==> src/design/mexp_pkg.sv <==
// ----------------------------------------------------------------------------
// mexp_pkg
// Shared constants and types for the modular exponentiation block: widths,
// register indexes, controller states and the controller/datapath interface.
// ----------------------------------------------------------------------------
package mexp_pkg;

  localparam int KEY_BITS  = 32;
  localparam int MSG_W     = 8;
  localparam int OUT_W     = 32;
  localparam int CNT_W     = $clog2(KEY_BITS);
  localparam int MSG_IDX_W = $clog2(MSG_W);
  localparam int CFG_IDX_W = 1;

  localparam logic [CFG_IDX_W-1:0] REG_EXPONENT = 1'b0;
  localparam logic [CFG_IDX_W-1:0] REG_MODULUS  = 1'b1;

  typedef enum logic [3:0] {
    S_IDLE,
    S_REDUCE,
    S_INIT,
    S_CHECK,
    S_MUL_ACC,
    S_STORE_ACC,
    S_START_SQR,
    S_MUL_SQR,
    S_STORE_BASE,
    S_FINISH
  } ctrl_state_t;

  typedef enum logic [3:0] {
    DP_NONE,
    DP_LOAD,
    DP_RED_STEP,
    DP_INIT,
    DP_START_ACC,
    DP_START_SQR,
    DP_MUL_STEP,
    DP_STORE_ACC,
    DP_STORE_BASE,
    DP_LOAD_OUT
  } dp_op_t;

  typedef struct packed {
    dp_op_t op;
  } dp_cmd_t;

  typedef struct packed {
    logic exp_one;   // configured exponent is one
    logic exp_zero;  // no exponent bits left
    logic exp_lsb;   // current exponent bit
    logic red_last;  // last message bit of the reduction
    logic mul_last;  // last multiplier bit of a product
  } dp_status_t;

endpackage

==> src/design/mexp_datapath.sv <==
// ----------------------------------------------------------------------------
// mexp_datapath
// Key registers, message reduction and a shift-add modular multiplier that
// handles one multiplier bit per cycle, plus the result register.
// ----------------------------------------------------------------------------
module mexp_datapath
  import mexp_pkg::*;
(
  input  logic                 clk,
  input  logic                 rst,
  input  logic                 cfg_we,
  input  logic [CFG_IDX_W-1:0] cfg_index,
  input  logic [KEY_BITS-1:0]  cfg_data,
  input  logic [MSG_W-1:0]     message,
  input  dp_cmd_t              cmd,
  output dp_status_t           status,
  output logic [OUT_W-1:0]     cipher_value
);

  logic [KEY_BITS-1:0]  exponent;
  logic [KEY_BITS-1:0]  modulus;
  logic [MSG_W-1:0]     msg;
  logic [KEY_BITS-1:0]  exp_sr;
  logic [KEY_BITS-1:0]  base;
  logic [KEY_BITS-1:0]  acc;
  logic [KEY_BITS-1:0]  x;
  logic [KEY_BITS-1:0]  y;
  logic [KEY_BITS-1:0]  p;
  logic [CNT_W-1:0]     cnt;

  logic                 mod_zero;
  logic                 mod_one;
  logic                 msg_bit;
  logic [KEY_BITS:0]    red_sum;
  logic [KEY_BITS:0]    red_mod;
  logic [KEY_BITS-1:0]  red_next;
  logic [KEY_BITS+1:0]  mul_sum;
  logic [KEY_BITS+1:0]  mul_m1;
  logic [KEY_BITS+1:0]  mul_m2;
  logic [KEY_BITS+1:0]  mul_d1;
  logic [KEY_BITS+1:0]  mul_d2;
  logic [KEY_BITS-1:0]  mul_next;

  always_ff @(posedge clk) begin
    if (rst) begin
      exponent <= KEY_BITS'(1);
      modulus  <= KEY_BITS'(64'hFFFF_FFFF);
    end else if (cfg_we) begin
      unique case (cfg_index)
        REG_EXPONENT: exponent <= cfg_data;
        REG_MODULUS:  modulus  <= cfg_data;
        default: ;
      endcase
    end
  end

  assign mod_zero = (modulus == '0);
  assign mod_one  = (modulus == KEY_BITS'(1));

  // remainder of the message, one message bit a cycle from the top
  assign msg_bit  = msg[MSG_IDX_W'(MSG_W-1) - cnt[MSG_IDX_W-1:0]];
  assign red_sum  = {p, msg_bit};
  assign red_mod  = {1'b0, modulus};
  assign red_next = (red_sum >= red_mod) ? KEY_BITS'(red_sum - red_mod)
                                         : KEY_BITS'(red_sum);

  // 2p + bit*x stays below 3m, so one of three candidates is the residue
  assign mul_sum  = {1'b0, p, 1'b0} + (y[KEY_BITS-1] ? {2'b00, x} : '0);
  assign mul_m1   = {2'b00, modulus};
  assign mul_m2   = {1'b0, modulus, 1'b0};
  assign mul_d1   = mul_sum - mul_m1;
  assign mul_d2   = mul_sum - mul_m2;

  always_comb begin
    if (mod_zero) begin
      mul_next = KEY_BITS'(mul_sum);
    end else if (mul_sum >= mul_m2) begin
      mul_next = KEY_BITS'(mul_d2);
    end else if (mul_sum >= mul_m1) begin
      mul_next = KEY_BITS'(mul_d1);
    end else begin
      mul_next = KEY_BITS'(mul_sum);
    end
  end

  always_ff @(posedge clk) begin
    unique case (cmd.op)
      DP_NONE: ;
      DP_LOAD: begin
        msg    <= message;
        exp_sr <= exponent;
        p      <= '0;
        cnt    <= '0;
      end
      DP_RED_STEP: begin
        p   <= red_next;
        cnt <= cnt + CNT_W'(1);
      end
      DP_INIT: begin
        base <= mod_zero ? KEY_BITS'(msg) : p;
        acc  <= mod_one ? '0 : KEY_BITS'(1);
      end
      DP_START_ACC: begin
        x   <= acc;
        y   <= base;
        p   <= '0;
        cnt <= '0;
      end
      DP_START_SQR: begin
        x   <= base;
        y   <= base;
        p   <= '0;
        cnt <= '0;
      end
      DP_MUL_STEP: begin
        p   <= mul_next;
        y   <= {y[KEY_BITS-2:0], 1'b0};
        cnt <= cnt + CNT_W'(1);
      end
      DP_STORE_ACC:  acc <= p;
      DP_STORE_BASE: begin
        base   <= p;
        exp_sr <= {1'b0, exp_sr[KEY_BITS-1:1]};
      end
      DP_LOAD_OUT: cipher_value <= status.exp_one ? OUT_W'(msg) : OUT_W'(acc);
      default: ;
    endcase
  end

  always_comb begin
    status.exp_one  = (exponent == KEY_BITS'(1));
    status.exp_zero = (exp_sr == '0);
    status.exp_lsb  = exp_sr[0];
    status.red_last = (cnt == CNT_W'(MSG_W-1));
    status.mul_last = (cnt == CNT_W'(KEY_BITS-1));
  end

endmodule

==> src/design/mexp_ctrl.sv <==
// ----------------------------------------------------------------------------
// mexp_ctrl
// Sequencer for square-and-multiply: steps the datapath through message
// reduction, the products for each exponent bit and the result hand-off.
// ----------------------------------------------------------------------------
module mexp_ctrl
  import mexp_pkg::*;
(
  input  logic       clk,
  input  logic       rst,
  input  logic       in_valid,
  output logic       in_ready,
  output logic       out_valid,
  input  logic       out_ready,
  input  dp_status_t status,
  output dp_cmd_t    cmd
);

  ctrl_state_t state;
  ctrl_state_t state_next;
  logic        out_valid_next;

  always_ff @(posedge clk) begin
    if (rst) begin
      state     <= S_IDLE;
      out_valid <= 1'b0;
    end else begin
      state     <= state_next;
      out_valid <= out_valid_next;
    end
  end

  always_comb begin
    state_next = state;
    cmd.op     = DP_NONE;
    in_ready   = 1'b0;
    unique case (state)
      S_IDLE: begin
        in_ready = 1'b1;
        if (in_valid) begin
          cmd.op     = DP_LOAD;
          state_next = status.exp_one ? S_FINISH : S_REDUCE;
        end
      end
      S_REDUCE: begin
        cmd.op = DP_RED_STEP;
        if (status.red_last) state_next = S_INIT;
      end
      S_INIT: begin
        cmd.op     = DP_INIT;
        state_next = S_CHECK;
      end
      S_CHECK: begin
        if (status.exp_zero) begin
          state_next = S_FINISH;
        end else if (status.exp_lsb) begin
          cmd.op     = DP_START_ACC;
          state_next = S_MUL_ACC;
        end else begin
          cmd.op     = DP_START_SQR;
          state_next = S_MUL_SQR;
        end
      end
      S_MUL_ACC: begin
        cmd.op = DP_MUL_STEP;
        if (status.mul_last) state_next = S_STORE_ACC;
      end
      S_STORE_ACC: begin
        cmd.op     = DP_STORE_ACC;
        state_next = S_START_SQR;
      end
      S_START_SQR: begin
        cmd.op     = DP_START_SQR;
        state_next = S_MUL_SQR;
      end
      S_MUL_SQR: begin
        cmd.op = DP_MUL_STEP;
        if (status.mul_last) state_next = S_STORE_BASE;
      end
      S_STORE_BASE: begin
        cmd.op     = DP_STORE_BASE;
        state_next = S_CHECK;
      end
      S_FINISH: begin
        // wait for the result slot to free up
        if (!out_valid || out_ready) begin
          cmd.op     = DP_LOAD_OUT;
          state_next = S_IDLE;
        end
      end
      default: state_next = S_IDLE;
    endcase
  end

  assign out_valid_next = (cmd.op == DP_LOAD_OUT) || (out_valid && !out_ready);

  a_no_overwrite: assert property (@(posedge clk) disable iff (rst)
    (cmd.op == DP_LOAD_OUT) |-> (!out_valid || out_ready))
    else $error("result register loaded while an unread beat waits");

  a_one_at_a_time: assert property (@(posedge clk) disable iff (rst)
    (in_valid && in_ready) |=> !in_ready)
    else $error("new beat accepted while an item is in progress");

  a_valid_from_load: assert property (@(posedge clk) disable iff (rst)
    $rose(out_valid) |-> $past(cmd.op == DP_LOAD_OUT))
    else $error("output valid raised without a result load");

endmodule

==> src/design/modular_exponentiation.sv <==
// ----------------------------------------------------------------------------
// modular_exponentiation
// Raises each message byte to the configured exponent modulo the configured
// modulus by right-to-left square-and-multiply; exponent one returns the byte.
// ----------------------------------------------------------------------------
// latency with exponent one: the beat goes from S_IDLE straight to S_FINISH
// otherwise reduction, then a product per clear exponent bit and two per set bit
// each product on the shift-add multiplier, one multiplier bit per cycle
// one item at a time; the next beat is taken once the result is registered
// rst (synchronous) sets exponent to 1 and modulus to 0xFFFFFFFF, empties output
module modular_exponentiation
  import mexp_pkg::*;
(
  input  logic                 clk,
  input  logic                 rst,
  input  logic                 cfg_we,
  input  logic [CFG_IDX_W-1:0] cfg_index,
  input  logic [KEY_BITS-1:0]  cfg_data,
  input  logic                 s_axis_tvalid,
  output logic                 s_axis_tready,
  input  logic [MSG_W-1:0]     s_axis_tdata,   // [7:0] message
  output logic                 m_axis_tvalid,
  input  logic                 m_axis_tready,
  output logic [OUT_W-1:0]     m_axis_tdata    // [31:0] cipher_value
);

  dp_cmd_t    cmd;
  dp_status_t status;

  mexp_ctrl u_ctrl (
    .clk       (clk),
    .rst       (rst),
    .in_valid  (s_axis_tvalid),
    .in_ready  (s_axis_tready),
    .out_valid (m_axis_tvalid),
    .out_ready (m_axis_tready),
    .status    (status),
    .cmd       (cmd)
  );

  mexp_datapath u_datapath (
    .clk          (clk),
    .rst          (rst),
    .cfg_we       (cfg_we),
    .cfg_index    (cfg_index),
    .cfg_data     (cfg_data),
    .message      (s_axis_tdata),
    .cmd          (cmd),
    .status       (status),
    .cipher_value (m_axis_tdata)
  );

endmodule
==> config.mk <==
export PLATFORM = sky130hd
export DESIGN_NAME = modular_exponentiation
export DESIGN_NICKNAME = d
export VERILOG_FILES = /design/src/design/mexp_pkg.sv /design/src/design/mexp_datapath.sv /design/src/design/mexp_ctrl.sv /design/src/design/modular_exponentiation.sv
export SDC_FILE = /design/constraint.sdc
export NUM_CORES = 1
export LEC_CHECK = 0
export BUFFER_PORTS_ARGS = -buffer_cell sky130_fd_sc_hd__buf_2
export CAP_MARGIN = 20
export CORE_ASPECT_RATIO = 0.6
export CORE_MARGIN = 2
export CORE_UTILIZATION = 54
export DETAILED_ROUTE_END_ITERATION = 8
export PLACE_DENSITY_LB_ADDON = 0.2
export SYNTH_ARGS = -nofsm -noshare
export SYNTH_HDL_FRONTEND = slang
export SYNTH_SLANG_ARGS = --single-unit
==> constraint.sdc <==
create_clock -name clk -period 15.8 [get_ports clk]
set_input_delay 1.58 -clock clk [delete_from_list [all_inputs] [get_ports clk]]
set_output_delay 1.58 -clock clk [all_outputs]
set_load 0.02 [all_outputs]
# Word-level counts from Yosys, hierarchy flattened
# Index checks and enable logic that the tools add are counted.
# Widths: inputs -> output; s select.
# word_totals
latch_bits	0
register_bits	306
mem_count	0
elab_cells	107
romBits	0
mem_bits_rw	0
# classes
n_mul	0
reduce_logical	23
eq_ne	27
div	0
mux	32
n_lt_le_gt_ge	4
n_bitwise	1
shift	0
addsub	6
# op_table
cell	count
$pmux 32 s2	5
$mux 32	6
$pmux 32 s3	1
$sub 32x32->32	3
$pmux 4 s9	2
$eq 32x1->1 const B	2
$logic_not 32->1	2
$mux 4	9
$add 33x32->34	1
$ge 34x32->1	1
$ge 34x33->1	1
$ge 33x32->1	1
$eq 4x3->1 const B	8
$eq 4x2->1 const B	4
$eq 4x4->1 const B	4
$reduce_bool 2->1	6
$pmux 5 s2	1
$eq 4x1->1 const B	2
$mux 8	1
$ne 2x2->1 const B	4
$reduce_or 2->1	4
$add 5x1->5 const B	1
$eq 5x3->1 const B	1
$eq 5x5->1 const B	1
15 further kinds	22

# Longest topological paths before layout
# depth
depth_word	7
ltp_mapped	27
ltp_nobuf	24

# Hierarchy
# A second synthesis with hierarchy kept.
# hier_totals
cells_unflattened	2048
hier_area_um2	20178.1
# modules_own_cells
mod	area_per_inst_um2	cells_each	seq_area_each_um2	n_inst
mexp_datapath	19741.4	1989	8398.1	1
mexp_ctrl	436.7	59	100.1	1

# Worst setup path after synthesis
# No wires, ideal clock.
# synth_timing
path_kind	register to register
start	reg u_datapath.y[31]
end	reg u_datapath.p[26] (data pin)
t_arrival_ns	5.297
setup_ns	0.273
setup_slack_ns	10.230
synth_period_minus_slack_ns	5.570
n_path_buf	3
required_ns	15.527
stages_incl_launch_ff	27
path_cell_list	edfxtp_1 > clkbuf_1 > and2_1 > ha_1 > inv_1 > fa_1 > nand2b_1 > a211oi_1 > o21a_1 > o21ai_1 > o31ai_1 > a21oi_1 > o2111ai_1 > o31ai_1 > or2_2 > ha_1 > nand3_1 > nor4b_1 > a31oi_1 > o221ai_1 > a211oi_1 > and4_1 > buf_2 > a31oi_1 > clkbuf_1 > a2111oi_0 > o22ai_1
# synth_between
elab_chain_cells	7
word_cells_on_any_way	10
cone_classes	add/sub: 3; order compare: 2; mux: 5
# synth_lines
element	line	rtl
from (decl)	mexp_datapath.sv:27	logic [KEY_BITS-1:0] y;
from (signal assigned)	mexp_datapath.sv:105	y <= base;
from (signal assigned)	mexp_datapath.sv:111	y <= base;
from (signal assigned)	mexp_datapath.sv:117	y <= {y[KEY_BITS-2:0], 1'b0};
$mux 32 (*)	mexp_datapath.sv:68	assign mul_sum = {1'b0, p, 1'b0} + (y[KEY_BITS-1] ? {2'b00, x} : '0);
$add 33x32->34 (*)	mexp_datapath.sv:68	
$sub 32x32->32 or $ge 34x32->1 (tied branches)	mexp_datapath.sv:71, mexp_datapath.sv:79	
$mux 32	mexp_datapath.sv:79	end else if (mul_sum >= mul_m1) begin
$mux 32	mexp_datapath.sv:77	end else if (mul_sum >= mul_m2) begin
$mux 32 (*)	mexp_datapath.sv:75	if (mod_zero) begin
$pmux 32 s3 (*)	mexp_datapath.sv:87	unique case (cmd.op)
to (signal assigned)	mexp_datapath.sv:96	p <= red_next;
to (signal assigned)	mexp_datapath.sv:116	p <= mul_next;
to (decl)	mexp_datapath.sv:28	logic [KEY_BITS-1:0] p;
# Mark *: on every way between the ends. The rest lies on a longest branch, timed or not.
# A chain may end at the register's enable or synchronous reset.

# Worst setup path after layout
# layout_timing
start	reg u_datapath.y[31]
end	reg u_datapath.p[0] (data pin)
# Same word-level chain as after synthesis.

==> run_results.csv <==
group,metric,value,unit
finish,num-fill-cells,3094,
clock_tree,cts.path.max_buffers,3,
floorplanning,die_h,154,um
setup_path,crit_path_max_fanout,32,
clock_tree,cts_setup_buffers,0,
clock_tree,cts.sinks,306,
sta,fin_crit_sh,48.1,%
placed_design,gp_congestion,0.960,
sta,grt_setup_unrepaired,"false",
logic_synthesis,synthArstFlopShare,0,%
detailed_routing,routedWlPerCell,21.9,um
detailed_routing,maxUsedRoutingLayer,"met5",
clock_tree,cts_resized,0,
finish,layout-drive-gt1-share,12.7,%
placed_design,place_area,21100,um^2
outcome,status,"finished, final reports clean",
detailed_routing,first_pass_iters,6,
logic_synthesis,synth_flop_cell,"edfxtp_1",
logic_synthesis,avgSynthCellArea,9.69,um^2
power_and_ir_drop,peakVddDrop,0.109,mV
placed_design,portBuffers,79,
detailed_routing,met2WireLength,23.5,mm
clock_tree,path_clk_slew,0.07,ns
setup_path,cp.arrival,8.03,ns
worst_hold_path,worstHoldPathType,"reg2reg",
logic_synthesis,ys_warn_count,0,
sta,setup_viol,0,
finish,area_growth,9.64,%
finish,multi_input_area,11100,um^2
sta,fin_crit,7.59,ns
sta,worst_slew_pin_slew,1.10,ns
clock_tree,h-tree-depth,1,
finish,antennaDiodeCount,0,
detailed_routing,drt_iter0_drc,1969,
setup_path,start_kind,"flop",
setup_path,path_class,"reg2reg",
sta,finalClockSkew,0.0221,ns
logic_synthesis,synth_fp_nets,2263,
global_routing,grt_usage,29.7,%
setup_path,required,16.24,ns
placed_design,hpwl,44.4,mm
finish,fin_area,22100,um^2
floorplanning,fp.dieW,254,um
global_routing,grt-ovfl-total,0,
logic_synthesis,synth.ff_latch_count,306,
floorplanning,start_util,55.2,%
floorplanning,rows,54,
logic_synthesis,synth-seq-area-share,42.1,%
logic_synthesis,yosys.cell_types.count,82,
power_and_ir_drop,power_frac_comb,57.2,%
global_routing,grt_max_degree,70,
detailed_routing,drcViolationCount,0,
power_and_ir_drop,power.switching,2.20,mW
clock_tree,cts_buffers,30,
detailed_routing,vias_per_cell,6.29,
sta,report.final.slew_viol_count,0,
detailed_routing,routed_wl,58.2,mm
floorplanning,die-area,39000,um^2
floorplanning,design.core.area,36600,um^2
power_and_ir_drop,internal_power,2.57,mW
clock_tree,cts-root-buf,"clkbuf_16",
detailed_routing,ant_nets,0,
clock_tree,insertion_delay,0.60,ns
sta,relSlewSlack,26.6,%
power_and_ir_drop,power,4.78,mW
sta,hold_viol_final,0,
detailed_routing,wl_met3,5.28,mm
logic_synthesis,synth_edf_count,237,
global_routing,grt_antenna_before_repair,2,
clock_tree,hold_buffers,0,
sta,finalSetupTns,0,ns
clock_tree,cts_tree,"yes",
finish,layout.nets,2310,
power_and_ir_drop,p_seq_share,26.5,%
detailed_routing,wl_met1,28.2,mm
detailed_routing,vias,16700,
sta,maxClockFrequency,132,MHz
global_routing,grt_pass1_vias,15700,
power_and_ir_drop,netSwitchingFraction,46.1,%
power_and_ir_drop,cellPowerDensity,216,nW/um^2
power_and_ir_drop,leakagePower,9.27,nW
finish,regArea,8500,um^2
setup_path,setup.worst_path.end_class,"flop",
logic_synthesis,netlist_area,20200,um^2
logic_synthesis,synth_cells,2084,
global_routing,grt_pass1_wl,90.5,mm
run,drv_cap,0,
power_and_ir_drop,p_clk_share,16.3,%
floorplanning,ioPinCount,80,
## metal layers
| layer | track usage [%] | vias to the layer above |
|---|---|---|
| met5 | 0 | - |
| met4 | 6.67 | 2 |
| met3 | 5.76 | 94 |
| met2 | 41.9 | 687 |
| met1 | 46.8 | 8069 |
| li1 | - | 7874 |
## synth_stat cells (all sizes together), types with 12 or more instances
cell	instances	share of area (%)
o31ai	14	0.52
nand3	43	1.1
a31oi	24	0.77
a21o	44	1.6
inv	72	1.3
o221ai	13	0.56
nand2b	21	0.65
a21oi	162	4.0
edfxtp	237	35
nor2	121	2.3
nand4	31	0.96
o22ai	14	0.50
mux2	84	4.7
nor3	20	0.50
a22oi	12	0.45
nor2b	64	2.0
dfxtp	69	6.8
and3	72	2.2
buf	19	0.51
xnor2	73	3.2
nor4	27	0.84
nand2	255	4.7
a211o	43	1.9
o21a	20	0.74
clkbuf	71	1.3
a211oi	21	0.81
and2	41	1.3
ha	129	8.0
mux2i	23	1.1
o211ai	13	0.48
o21bai	14	0.52
o21ai	82	2.0
xor2	33	1.4
## registers in the layout (all words and copies together), names as in the netlist
name and flops:
u_ctrl.out_valid 1, u_ctrl.state 4, u_datapath.acc 32, u_datapath.base 32, u_datapath.cipher_value 32, u_datapath.cnt 5
u_datapath.exp_sr 32, u_datapath.exponent 32, u_datapath.modulus 32, u_datapath.msg 8, u_datapath.p 32, u_datapath.x 32
u_datapath.y 32
## power groups by stage
| stage | Sequential, mW | Combinational [mW] | Clock, mW |
|---|---|---|---|
| 2_1_floorplan | 1.20 | 1.99 | 0 |
| 3_3_place_gp | 1.27 | 2.61 | 0 |
| 3_5_place_dp | 1.27 | 2.64 | 0 |
| 4_1_cts | 1.26 | 2.66 | 0.787 |
| 5_1_grt | 1.28 | 2.96 | 0.818 |
| 6_report | 1.26 | 2.73 | 0.779 |
## worst max-delay path, cell delays in order, from the launching register on
cell and delay [ns]:
edfxtp_1 0.88, and2_1 0.24, ha_1 0.20, inv_1 0.07, fa_1 0.39, nand2b_1 0.18
a211oi_1 0.36, o21a_1 0.28, o21ai_1 0.18, o31ai_1 0.60, a21oi_1 0.24, xnor2_1 0.49
ha_1 0.44, a21o_1 0.25, a21o_1 0.18, a21oi_1 0.20, o21a_1 0.15, o21ai_1 0.10
a31oi_2 0.31, nand3_2 0.48, nand3_1 0.63, mux2_2 0.42, o22ai_2 0.13
## final timing paths
kind / from / endpoint / slack [ns] / depth (start not counted)
setup / recovery: u_datapath.y[31] / u_datapath.p[0] / 8.21 / 22
hold / removal: u_datapath.exponent[20] / u_datapath.exponent[20] / 0.47 / 2
setup reg to reg: u_datapath.y[31] / u_datapath.p[0] / 8.21 / 22
hold reg to reg: u_datapath.exponent[20] / u_datapath.exponent[20] / 0.47 / 2
## cells by family (layout without fill, tap and decap cells)
kind of cell	Yosys count	in the layout	synth area share, %
adders and majority gates	133	133	8.39
and+or+nand+nor	727	727	17.7
muxes	109	109	6.11
DFF	306	306	42.1
buffers and inverters	163	234	3.19
xor gates and xnor gates	106	106	4.60
AOI/OAI and AO/OA	540	540	17.9
## metrics by stage
stage               setup WS (ns)  cells  util, %  hold slack (ns)
floorplan                   10.23   2084        -            0.444
CTS                          8.18   2657     60.5            0.474
global placement             8.44   2601     57.6            0.457
global route                 7.69   2659     60.6            0.501
detailed placement           8.26   2601     57.6            0.465
finish                       8.21   2659     60.6            0.475
## cell usage in the layout, fill, tap and decap left out, types with 69 or more instances in the layout
cell type and instances:
nand2_1 255, edfxtp_1 237, a21oi_1 161, ha_1 129
nor2_1 119, mux2_2 81, o21ai_0 79, buf_2 79
xnor2_1 73, and3_1 72, inv_1 72, dfxtp_1 69
## layout make-up
cell class	count	share of cell area (%)
multi-input combinational	1615	50.0
sequential	306	38.4
clock buffer	34	3.56
tap	504	2.85
timing repair buffer	105	2.76
inverter	73	1.24
clock inverter	22	1.17
(Power assumes the default switching activity.)
